`src/hdl/nfea_pkg.sv`:
```
// Shared constants, status codes and controller/datapath command types
// for the next-fit extent allocator. No dependencies.
`default_nettype none

package nfea_pkg;

    // map size and derived widths
    localparam int NUM_BLOCKS = 1024;
    localparam int ADDR_W     = (NUM_BLOCKS > 2) ? $clog2(NUM_BLOCKS) : 1;
    localparam int SIZE_W     = 11;
    localparam int BADDR_W    = 10;
    localparam int STATUS_W   = 2;
    localparam int CALC_W     = (ADDR_W > SIZE_W) ? ADDR_W : SIZE_W;

    localparam logic [ADDR_W-1:0] LAST_BLOCK = ADDR_W'(NUM_BLOCKS - 1);

    // result status codes
    localparam logic [STATUS_W-1:0] ST_DONE  = 2'd0;
    localparam logic [STATUS_W-1:0] ST_NOFIT = 2'd1;
    localparam logic [STATUS_W-1:0] ST_ZERO  = 2'd2;

    // command codes of the input word
    localparam logic CMD_ALLOC = 1'b0;
    localparam logic CMD_FREE  = 1'b1;

    // controller to datapath
    typedef struct packed {
        logic                clr_step;
        logic                in_load;
        logic                free_wr;
        logic                scan_init;
        logic                scan_from_ptr;
        logic                scan_run;
        logic                mark_run;
        logic                out_load;
        logic [STATUS_W-1:0] out_code;
        logic                out_ext;
    } t_dp_cmd;

    // datapath to controller
    typedef struct packed {
        logic clr_done;
        logic is_free;
        logic size_zero;
        logic size_big;
        logic found;
        logic scan_end;
        logic mark_done;
        logic out_free;
    } t_dp_sts;

endpackage

`default_nettype wire

```
`src/hdl/nfea_dpath.sv`:
```
// Datapath of the next-fit extent allocator: bitmap memory, scan pipeline,
// mark counter, next-fit pointer and result register. Uses nfea_pkg.
`default_nettype none

module nfea_dpath import nfea_pkg::*; (
    input  wire logic                i_clk,
    input  wire logic                i_rst_n,
    input  wire t_dp_cmd             i_cmd,
    output t_dp_sts                  o_sts,
    input  wire logic                i_command,
    input  wire logic [SIZE_W-1:0]   i_request_size,
    input  wire logic [BADDR_W-1:0]  i_block_address,
    input  wire logic                i_out_stall,
    output logic                     o_out_valid,
    output logic [STATUS_W-1:0]      o_status,
    output logic [BADDR_W-1:0]       o_extent_first,
    output logic [BADDR_W-1:0]       o_extent_last
);

    // latched input word
    logic                r_command;
    logic [SIZE_W-1:0]   r_size;
    logic [BADDR_W-1:0]  r_baddr;

    // pointer, scan and mark registers
    logic [ADDR_W-1:0]   r_ptr;
    logic [ADDR_W-1:0]   r_wr_addr;
    logic [ADDR_W-1:0]   r_first;
    logic [ADDR_W-1:0]   r_last;
    logic [ADDR_W-1:0]   r_iss_addr;
    logic                r_iss_vld;
    logic [ADDR_W-1:0]   r_ev_addr;
    logic                r_ev_vld;
    logic                r_rd_data;
    logic [SIZE_W-1:0]   r_run;

    // result register
    logic                r_out_vld;
    logic [STATUS_W-1:0] r_status;
    logic [BADDR_W-1:0]  r_ext_first;
    logic [BADDR_W-1:0]  r_ext_last;

    // bitmap: one used bit per block
    logic                r_mem [NUM_BLOCKS];

    logic [SIZE_W-1:0]   run_inc;
    logic                hit;
    logic                scan_end;
    logic [CALC_W-1:0]   first_calc;
    logic                free_in_map;
    logic [ADDR_W-1:0]   free_idx;
    logic                mark_done;
    logic                wr_en;
    logic [ADDR_W-1:0]   wr_addr;
    logic                wr_data;
    logic                rd_en;

    // evaluate the bit that came back from the memory
    assign run_inc    = r_run + SIZE_W'(1);
    assign hit        = r_ev_vld && !r_rd_data && (run_inc == r_size);
    assign scan_end   = r_ev_vld && (r_ev_addr == LAST_BLOCK) && !hit;
    assign first_calc = CALC_W'(r_ev_addr) + CALC_W'(1) - CALC_W'(r_size);

    assign free_in_map = int'(r_baddr) < NUM_BLOCKS;
    assign free_idx    = ADDR_W'(r_baddr);
    assign mark_done   = (r_wr_addr == r_last);

    // pick the single write of this cycle
    always_comb begin
        wr_en   = 1'b0;
        wr_addr = r_wr_addr;
        wr_data = 1'b0;
        if (i_cmd.clr_step) begin
            wr_en = 1'b1;
        end else if (i_cmd.free_wr && free_in_map) begin
            wr_en   = 1'b1;
            wr_addr = free_idx;
        end else if (i_cmd.mark_run) begin
            wr_en   = 1'b1;
            wr_data = 1'b1;
        end
    end

    assign rd_en = i_cmd.scan_run && r_iss_vld;

    // bitmap memory, one write and one registered read port
    always_ff @(posedge i_clk) begin
        if (wr_en) begin
            r_mem[wr_addr] <= wr_data;
        end
        if (rd_en) begin
            r_rd_data <= r_mem[r_iss_addr];
        end
    end

    // latch the accepted input word
    always_ff @(posedge i_clk) begin
        if (i_cmd.in_load) begin
            r_command <= i_command;
            r_size    <= i_request_size;
            r_baddr   <= i_block_address;
        end
    end

    // sweep, scan and mark sequencing
    always_ff @(posedge i_clk) begin
        if (!i_rst_n) begin
            r_ptr     <= '0;
            r_wr_addr <= '0;
            r_iss_vld <= 1'b0;
            r_ev_vld  <= 1'b0;
        end else begin
            if (i_cmd.clr_step) begin
                r_wr_addr <= (r_wr_addr == LAST_BLOCK) ? '0 : r_wr_addr + ADDR_W'(1);
            end

            if (i_cmd.scan_init) begin
                r_iss_addr <= i_cmd.scan_from_ptr ? r_ptr : '0;
                r_iss_vld  <= 1'b1;
                r_ev_vld   <= 1'b0;
                r_run      <= '0;
            end else if (i_cmd.scan_run) begin
                // advance the read address, stop at the end of the map
                if (r_iss_vld) begin
                    if (r_iss_addr == LAST_BLOCK) begin
                        r_iss_vld <= 1'b0;
                    end else begin
                        r_iss_addr <= r_iss_addr + ADDR_W'(1);
                    end
                end
                r_ev_vld  <= r_iss_vld;
                r_ev_addr <= r_iss_addr;
                if (r_ev_vld) begin
                    r_run <= r_rd_data ? '0 : run_inc;
                end
                if (hit) begin
                    r_first   <= first_calc[ADDR_W-1:0];
                    r_wr_addr <= first_calc[ADDR_W-1:0];
                    r_last    <= r_ev_addr;
                end
            end

            // mark the run used, then move the pointer past it
            if (i_cmd.mark_run) begin
                if (mark_done) begin
                    r_ptr <= (r_last == LAST_BLOCK) ? '0 : r_last + ADDR_W'(1);
                end else begin
                    r_wr_addr <= r_wr_addr + ADDR_W'(1);
                end
            end
        end
    end

    // result register, held while stalled
    always_ff @(posedge i_clk) begin
        if (!i_rst_n) begin
            r_out_vld <= 1'b0;
        end else if (i_cmd.out_load) begin
            r_out_vld <= 1'b1;
        end else if (!i_out_stall) begin
            r_out_vld <= 1'b0;
        end
    end

    always_ff @(posedge i_clk) begin
        if (i_cmd.out_load) begin
            r_status    <= i_cmd.out_code;
            r_ext_first <= i_cmd.out_ext ? BADDR_W'(r_first) : '0;
            r_ext_last  <= i_cmd.out_ext ? BADDR_W'(r_last) : '0;
        end
    end

    // status to the controller
    always_comb begin
        o_sts.clr_done  = (r_wr_addr == LAST_BLOCK);
        o_sts.is_free   = (r_command == CMD_FREE);
        o_sts.size_zero = (r_size == '0);
        o_sts.size_big  = int'(r_size) > NUM_BLOCKS;
        o_sts.found     = hit;
        o_sts.scan_end  = scan_end;
        o_sts.mark_done = mark_done;
        o_sts.out_free  = !r_out_vld || !i_out_stall;
    end

    assign o_out_valid    = r_out_vld;
    assign o_status       = r_status;
    assign o_extent_first = r_ext_first;
    assign o_extent_last  = r_ext_last;

endmodule

`default_nettype wire

```
`src/hdl/nfea_ctrl.sv`:
```
// Controller of the next-fit extent allocator: clearing sweep, command
// dispatch, two-pass scan, marking and result hand-off. Uses nfea_pkg.
`default_nettype none

module nfea_ctrl import nfea_pkg::*; (
    input  wire logic    i_clk,
    input  wire logic    i_rst_n,
    input  wire logic    i_in_valid,
    output logic         o_in_stall,
    input  wire t_dp_sts i_sts,
    output t_dp_cmd      o_cmd
);

    localparam logic [2:0] S_CLEAR    = 3'd0;
    localparam logic [2:0] S_IDLE     = 3'd1;
    localparam logic [2:0] S_DISPATCH = 3'd2;
    localparam logic [2:0] S_SCAN1    = 3'd3;
    localparam logic [2:0] S_SCAN2    = 3'd4;
    localparam logic [2:0] S_MARK     = 3'd5;
    localparam logic [2:0] S_RESP     = 3'd6;

    logic [2:0]          r_state, n_state;
    logic [STATUS_W-1:0] r_code, n_code;
    logic                r_ext, n_ext;

    assign o_in_stall = (r_state != S_IDLE);

    // next state and datapath commands
    always_comb begin
        n_state = r_state;
        n_code  = r_code;
        n_ext   = r_ext;
        o_cmd   = '0;
        case (r_state)
            S_CLEAR: begin
                o_cmd.clr_step = 1'b1;
                if (i_sts.clr_done) begin
                    n_state = S_IDLE;
                end
            end
            S_IDLE: begin
                if (i_in_valid) begin
                    o_cmd.in_load = 1'b1;
                    n_state       = S_DISPATCH;
                end
            end
            S_DISPATCH: begin
                n_ext = 1'b0;
                if (i_sts.is_free) begin
                    o_cmd.free_wr = 1'b1;
                    n_code        = ST_DONE;
                    n_state       = S_RESP;
                end else if (i_sts.size_zero) begin
                    n_code  = ST_ZERO;
                    n_state = S_RESP;
                end else if (i_sts.size_big) begin
                    n_code  = ST_NOFIT;
                    n_state = S_RESP;
                end else begin
                    o_cmd.scan_init     = 1'b1;
                    o_cmd.scan_from_ptr = 1'b1;
                    n_state             = S_SCAN1;
                end
            end
            S_SCAN1: begin
                o_cmd.scan_run = 1'b1;
                if (i_sts.found) begin
                    n_state = S_MARK;
                end else if (i_sts.scan_end) begin
                    // wrap once and search again from block zero
                    o_cmd.scan_init = 1'b1;
                    n_state         = S_SCAN2;
                end
            end
            S_SCAN2: begin
                o_cmd.scan_run = 1'b1;
                if (i_sts.found) begin
                    n_state = S_MARK;
                end else if (i_sts.scan_end) begin
                    n_code  = ST_NOFIT;
                    n_state = S_RESP;
                end
            end
            S_MARK: begin
                o_cmd.mark_run = 1'b1;
                if (i_sts.mark_done) begin
                    n_code  = ST_DONE;
                    n_ext   = 1'b1;
                    n_state = S_RESP;
                end
            end
            S_RESP: begin
                if (i_sts.out_free) begin
                    o_cmd.out_load = 1'b1;
                    o_cmd.out_code = r_code;
                    o_cmd.out_ext  = r_ext;
                    n_state        = S_IDLE;
                end
            end
            default: begin
                n_state = S_CLEAR;
            end
        endcase
    end

    always_ff @(posedge i_clk) begin
        if (!i_rst_n) begin
            r_state <= S_CLEAR;
            r_code  <= ST_DONE;
            r_ext   <= 1'b0;
        end else begin
            r_state <= n_state;
            r_code  <= n_code;
            r_ext   <= n_ext;
        end
    end

endmodule

`default_nettype wire

```
`src/hdl/next_fit_extent_allocator.sv`:
```
// Top level of the next-fit extent allocator: joins the controller and the
// datapath. Uses nfea_pkg, nfea_ctrl and nfea_dpath.
`default_nettype none

// Keeps one used bit per block (NUM_BLOCKS = 1024) and a next-fit pointer.
// After reset the bitmap is swept clear, one block per cycle, so o_stall
// stays high until the whole map is clear and only then is the first word
// taken. Words are handled one at a time. A free, a zero size or an oversize
// request goes from acceptance through the dispatch and response states to
// the result register. An allocate scans the bitmap one block per cycle
// through the single registered read port, first from the pointer to the end
// of the map and, if nothing fits, again from block zero; it then marks the
// run one block per cycle through the same memory's write port. A finished
// result waits in the output register while the next word is accepted.
module next_fit_extent_allocator import nfea_pkg::*; (
    input  wire logic                i_clk,
    input  wire logic                i_rst_n,
    input  wire logic                i_valid,
    output logic                     o_stall,
    input  wire logic                i_command,
    input  wire logic [SIZE_W-1:0]   i_request_size,
    input  wire logic [BADDR_W-1:0]  i_block_address,
    output logic                     o_valid,
    input  wire logic                i_stall,
    output logic [STATUS_W-1:0]      o_status,
    output logic [BADDR_W-1:0]       o_extent_first,
    output logic [BADDR_W-1:0]       o_extent_last
);

    t_dp_cmd cmd;
    t_dp_sts sts;

    nfea_ctrl u_ctrl (
        .i_clk      (i_clk),
        .i_rst_n    (i_rst_n),
        .i_in_valid (i_valid),
        .o_in_stall (o_stall),
        .i_sts      (sts),
        .o_cmd      (cmd)
    );

    nfea_dpath u_dpath (
        .i_clk           (i_clk),
        .i_rst_n         (i_rst_n),
        .i_cmd           (cmd),
        .o_sts           (sts),
        .i_command       (i_command),
        .i_request_size  (i_request_size),
        .i_block_address (i_block_address),
        .i_out_stall     (i_stall),
        .o_out_valid     (o_valid),
        .o_status        (o_status),
        .o_extent_first  (o_extent_first),
        .o_extent_last   (o_extent_last)
    );

endmodule

`default_nettype wire

```
`config.mk`:
```
export PLATFORM = sky130hd
export DESIGN_NAME = next_fit_extent_allocator
export DESIGN_NICKNAME = d
export VERILOG_FILES = /design/src/hdl/nfea_pkg.sv /design/src/hdl/nfea_dpath.sv /design/src/hdl/nfea_ctrl.sv /design/src/hdl/next_fit_extent_allocator.sv
export SDC_FILE = /design/constraint.sdc
export NUM_CORES = 2
export LEC_CHECK = 0
export BUFFER_PORTS_ARGS = -buffer_cell sky130_fd_sc_hd__buf_2
export CORE_UTILIZATION = 50
export CTS_BUF_LIST = sky130_fd_sc_hd__clkbuf_4
export DETAILED_ROUTE_END_ITERATION = 7
export GPL_ROUTABILITY_DRIVEN = 0
export HOLD_SLACK_MARGIN = 0.03
export PLACE_DENSITY = 0.7
export SYNTH_ARGS = -nofsm -noshare
export SYNTH_HDL_FRONTEND = slang
export SYNTH_SLANG_ARGS = --single-unit
```
`constraint.sdc`:
```
create_clock -name i_clk -period 23.5 [get_ports i_clk]
set_input_delay 3.525 -clock i_clk [delete_from_list [all_inputs] [get_ports i_clk]]
set_output_delay 3.525 -clock i_clk [all_outputs]
set_load 0.03 [all_outputs]
```
# ---- Word-level counts from Yosys, hierarchy flattened
# Memories as Yosys holds them, arrays and structs flattened. A register that Yosys moved wholly into a read port is not among the register bits.
# Cells that the tools add are included.
dict set report totals {
  ff_bits 124
  mem_bits_rw 1024
  in_bits 26
  out_inout_bits 24
  elab_cells 149
  n_memories 1
}
# name depth word_bits read_ports rd_ports_with_merged_regs wr line_no
set mem_list {}
lappend mem_list {u_dpath.r_mem 1024 1 1 1 1 nfea_dpath.sv:44} ;# logic r_mem [NUM_BLOCKS];
dict set report classes {
  addsub 6
  magnitude_cmp 1
  n_eq_ne 24
  n_mux 68
  bitwise_logic 2
  reduce_logical 28
}
# cell n
set ops {}
lappend ops {{$mux 10} 15}
lappend ops {{$add 10x1->10 const B} 4}
lappend ops {{$eq 10x10->1 const B} 4}
lappend ops {{$mux 11} 3}
lappend ops {{$mux 3} 11}
lappend ops {{$mux 1} 24}
lappend ops {{$pmux 3 s7} 1}
lappend ops {{$mux 2} 9}
lappend ops {{$add 11x1->11 const B} 1}
lappend ops {{$eq 11x11->1} 1}
lappend ops {{$gt 11x11->1 const B} 1}
lappend ops {{$logic_not 11->1} 1}
lappend ops {{$eq 10x10->1} 1}
lappend ops {{$ne 2x2->1 const B} 5}
lappend ops {{$sub 10x10->10} 1}
lappend ops {{$eq 3x3->1 const B} 3}
lappend ops {{$ne 3x1->1 const B} 3}
lappend ops {{$mux 4} 2}
lappend ops {{$reduce_and 4->1} 2}
lappend ops {{$reduce_bool 2->1} 4}
lappend ops {{$eq 3x2->1 const B} 2}
lappend ops {{$ne 2x1->1 const B} 3}
lappend ops {{$pmux 2 s3} 1}
lappend ops {{$reduce_and 2->1} 3}
lappend ops {{other kinds (13)} 24}

# ---- Longest topological paths before layout
dict set report logic_depth {
  word_depth 11
  mapped_depth 14
  ltp_nobuf 14
}

# ---- Hierarchy
# A second synthesis with hierarchy kept.
dict set report hier_totals {
  cells_unflattened 3697
  area_unflattened_um2 51112.8
}
# module instances cells_each area_each_um2
set by_module_without_submodules {}
lappend by_module_without_submodules {nfea_dpath 1 3623 50554.7}
lappend by_module_without_submodules {nfea_ctrl 1 74 558.0}

# ---- Worst setup path before layout
# OpenSTA, ideal clock, no wires.
dict set report synth_path {
  path_kind {register to register}
  from {reg u_ctrl.r_state[1]}
  to {mem u_dpath.r_mem[806] (enable)}
  setup_time_ps 299
  arrival_time_ps 19811
  required_time_ps 23201
  path_slack_ps 3390
  path_stages_with_launch 9
  path_buffers 3
  synth_period_minus_slack_ps 20110
  cell_sequence {dfxtp_1 > buf_2 > nor2b_1 > and2_1 > clkbuf_1 > a21oi_1 > or2_2 > clkbuf_1 > nor2_1}
}
dict set report synth_between {
  elab_chain_cells 7
  word_cells_on_any_way 13
}
# item line_no
set synth_lines {}
lappend synth_lines {{start: declaration} nfea_ctrl.sv:22} ;# logic [2:0] r_state, n_state;
lappend synth_lines {{start signal: assignment} nfea_ctrl.sv:112} ;# r_state <= n_state;
lappend synth_lines {{$eq 3x3->1} nfea_ctrl.sv:34} ;# case (r_state)
lappend synth_lines {{$mux 1} nfea_ctrl.sv:34}
lappend synth_lines {{$mux 1} nfea_dpath.sv:78} ;# end else if (i_cmd.mark_run) begin
lappend synth_lines {{$mux 1} nfea_dpath.sv:75} ;# end else if (i_cmd.free_wr && free_in_map) begin
lappend synth_lines {{$mux 1} nfea_dpath.sv:73} ;# if (i_cmd.clr_step) begin
lappend synth_lines {{$mux 1} nfea_dpath.sv:88} ;# if (wr_en) begin
lappend synth_lines {{$mux 1 (not written as such)} nfea_dpath.sv:89} ;# r_mem[wr_addr] <= wr_data;
lappend synth_lines {{end: declaration} nfea_dpath.sv:44}
# Parallel ways exist; a longest one is shown, timed or not.

# ---- Final worst setup path
dict set report layout_path {
  from {reg u_ctrl.r_state[0]}
  to {out o_stall}
}
dict set report layout_between {
  elab_chain_cells 1
}
# item line_no
set layout_lines {}
lappend layout_lines {{$ne 3x1->1} nfea_ctrl.sv:26} ;# assign o_in_stall = (r_state != S_IDLE);
lappend layout_lines {{end: declaration} next_fit_extent_allocator.sv:19} ;# output logic o_stall,
# No other way between the ends.

==> results.md <==
- Clock tree buffer depth: 4
- Antenna violations before repair: 3
- Die area: between 100,000 and 150,000 µm²
- Net switching power: just over 0.8 mW
- Core Area: roughly 100,000 µm²
- Worst Tran Pin Value: around 1.4 ns
- Row cnt: 116
- Combinational power share: less than 1%
- # DRC: 0
- Synth-to-layout area growth: 9.41%
- PwrDens: around 70 nW/µm²
- Post-CTS sizing: 0
- Part of the Yosys area used for sequential elements: 67.2%
- Sink of the worst hold path: u_dpath.r_ev_addr[0]$_DFFE_PP_
- Syn nets: 3,738
- Pleak: 15.0 nW
- Syn Inst Count: 3,690
- CP cell instances: inv_1 > or3_1 > buf_2
- Vias in the first global route: 31,500
- Synthesized cell area: 50,900 µm²
- WP data arrival: 2.54 ns
- Die Ht: about 320 µm
- Post-route ant nets: 0
- Count of cell types in the netlist: 73
- Hold path cells: 0
- Routed vias: roughly 33,000
- Internal power: 3.13 mW
- Layout cells sized above 1: 21.9%
- Pwr Total: approximately 3.9 mW
- CTS tree: built
- CTS Buf Count: 311
- Worst skew pair latency: ~1.2 ns
- Worst reg2reg endpoint: u_dpath.r_rd_data$_DFFE_PP_
- Overall Global Routing Usage: about a quarter
- Layout net count: between 3,000 and 4,000
- Final core occ: a little under three fifths
- Largest stage delay on the critical path: between 0.5 and 0.6 ns
- Iteration count of the initial detailed-routing pass: 5
- Cell Area, Placed: 52,000 µm²
- Root Buffer: clkbuf_4
- Avg WL per Cell: 25.7 µm
- Switching Share: 20.7%
- Clock sinks: 1,149
- Number of synthesized flops with an enable pin: 1,120
- Critical Path RT: roughly 20 ns
- First-pass GRT wire length: 201,000 µm
- Post-synthesis register bit count: 1,149
- Clock Power Share: 43.0%
- Fillers: 8,234
- Vias per cell: 6.13
- Register Area: 34,200 µm²
- # IOs: 50
- Final cell count without fillers: approximately 5,300
- Slew margin rel.: under 10%
- Max Cap Violations: 0
- RSZ-0062 raised after global routing: no
- Dpl ws: ~18 ns
- Synth warn: 0
- Area occupied by multi-input gates: between 15,000 and 20,000 µm²
- Final TNS setup: 0 ns
- Mean Syn Cell Area: 13.8 µm²
- Reg2Reg Setup Slack: around 18 ns
- Worst Hold Class: flop to flop
- Setup Fix Bufs, Post-CTS: 0
- Critical Path Start Type: flop
- Pin count of the biggest net entering global routing: 301
- Final hold viol count: 0
- Maximum VDD drop: slightly above 0.04 mV
- Drt total wl: 137,000 µm
- Starting DRT DRC Count: 4,426
- Die width: 321 µm
- Synth Flop Type: edfxtp_1
- Final Max Slew Viols: 0
- HPWL after detailed placement: about 73,000 µm
- Placed cell count: 4,840
- CP max stage cell: dfxtp_1
- CTS Hold Buffers Added: 0
- WHS: approximately 0.48 ns
- Worst reg2reg path depth: 10
- Critical Path End Type: output port
- Hold Startpoint: u_dpath.r_iss_addr[0]$_DFFE_PP_
- H-tree depth: 5
- Crit Path Max Fanout: 10
- Worst r2r src: u_dpath.r_iss_addr[0]$_DFFE_PP_
- GRT overflow: 0
- Setup-failing EPs final: 0
- Crit share post-route: 25.8%
- Commonest non-fill, non-tap cell in the layout: edfxtp_1
- Post-synth ARST share: 0%
- Clock Skews: about 0.087 ns
- Seq pwr share: 56.2%
- FMAX: 165 MHz
- Outcome: finished, final reports clean
- Initial Utilization: 50.7%
- I/O Buffers: 49
- Most frequent cells in the layout: edfxtp_1 (1,120), nor2_1 (1,116), clkbuf_4 (448)
- Final worst setup slack: 17.44 ns
- Reg clk slew, reported paths: 0.07 ns
- Finished Cell Area: 55,700 µm²
- Fin crit period: 6.06 ns
- Critical path class: flop to output port
per-layer routing:
metal / track usage [%] / share of wire, % / up-vias
li1: - / - / 13900
met1: 36.3 / 38 / 16500
met2: 41.6 / 47 / 1965
met3: 5.36 / 11 / 346
met4: 11.7 / 3.9 / 2
met5: 0 / 0.015 / -
power groups by stage:
stage / Clock, mW / Combinational, mW / Sequential (mW)
2_1_floorplan: 0 / 0.0146 / 2.26
3_3_place_gp: 0 / 0.0325 / 2.26
3_5_place_dp: 0 / 0.0327 / 2.26
4_1_cts: 1.72 / 0.0328 / 2.21
5_1_grt: 1.82 / 0.0342 / 2.21
6_report: 1.69 / 0.0336 / 2.21
cell usage after synthesis (5+ instances only):
cell,count,area (µm²)
a211oi_1,11,82.6
a21oi_1,61,305
a221oi_1,8,70.1
a22oi_1,17,128
a31oi_1,11,68.8
and2_1,11,68.8
and3_1,24,150
buf_1,14,52.6
buf_2,24,120
buf_4,15,113
buf_6,22,248
clkbuf_1,246,923
dfxtp_1,29,581
edfxtp_1,1120,33600
ha_1,21,263
inv_1,33,124
mux2_2,12,135
mux2i_1,128,1280
mux4_2,218,4910
nand2_1,160,601
nand2b_1,19,119
nand3_1,26,130
nand3b_1,6,45.0
nand4_1,6,37.5
nor2_1,1117,4190
nor2b_1,11,68.8
nor3_1,31,155
nor4_1,14,87.6
o21ai_0,54,270
o221ai_1,44,385
o22ai_1,35,219
o311ai_0,5,43.8
or2_2,7,43.8
xnor2_1,43,377
xnor3_1,7,158
xor2_1,13,114
sequential cells by signal (all words and copies together) (netlist names):
register and cells:
u_dpath.r_iss_addr 10, u_dpath.o_extent_last 10, u_dpath.r_size 11, u_ctrl.r_code 2, u_dpath.r_first 10, u_dpath.r_ev_vld 1, u_dpath.r_ptr 10, u_dpath.r_command 1
u_ctrl.r_ext 1, u_dpath.r_iss_vld 1, u_dpath.o_status 2, u_dpath.r_wr_addr 10, u_dpath.r_last 10, u_dpath.r_ev_addr 10, u_dpath.r_run 11, u_dpath.r_mem 1024
u_dpath.r_rd_data 1, u_dpath.o_extent_first 10, u_dpath.o_out_valid 1, u_ctrl.r_state 3, u_dpath.free_idx 10
layout make-up:
cell class / count / area share, %
sequential: 1149 / 61.4
tap: 1357 / 3.05
clock inverter: 45 / 0.508
inverter: 35 / 0.238
multi-input combinational: 2182 / 27.3
antenna: 6 / 0.0270
timing repair buffer: 117 / 1.42
clock buffer: 448 / 6.04
worst max-delay path: cells and delay by family (launching register included):
| kind | cells | cell delay, ns |
|---|---|---|
| DFF | 1 | 0.55 |
| and+or+nand+nor | 1 | 0.46 |
| buffers and inverters | 2 | 0.43 |
worst max-delay path by stage:
stage                               startpoint                      endpoint  slack [ns]  cells past startpoint
5_1_grt         u_ctrl.r_state[0]$_SDFFE_PN0P_                       o_stall       17.35                      3
3_5_place_dp   u_dpath.r_iss_addr[0]$_DFFE_PP_   u_dpath.r_rd_data$_DFFE_PP_       18.33                     10
6_report        u_ctrl.r_state[0]$_SDFFE_PN0P_                       o_stall       17.44                      3
2_1_floorplan   u_ctrl.r_state[1]$_SDFFE_PN0P_  u_dpath.r_mem[806]$_DFFE_PP_        3.39                      8
4_1_cts         u_ctrl.r_state[0]$_SDFFE_PN0P_                       o_stall       17.40                      3
3_3_place_gp   u_dpath.r_iss_addr[0]$_DFFE_PP_   u_dpath.r_rd_data$_DFFE_PP_       18.35                     10
logic make-up (layout without fill, tap and decap cells):
group / count (synthesis) / after routing / synth area share (%)
multiplexers: 358 / 358 / 12.4
AND/OR/NAND/NOR: 1453 / 1453 / 11.6
AO/OA/AOI/OAI: 286 / 286 / 3.75
flip-flops: 1149 / 1149 / 67.2
XOR/XNOR: 63 / 63 / 1.27
buffers and inverters: 359 / 645 / 3.19
adder cells (fa/ha/maj): 22 / 22 / 0.556
other: 0 / 6 / 0
Power figures use the tool's default switching activity.
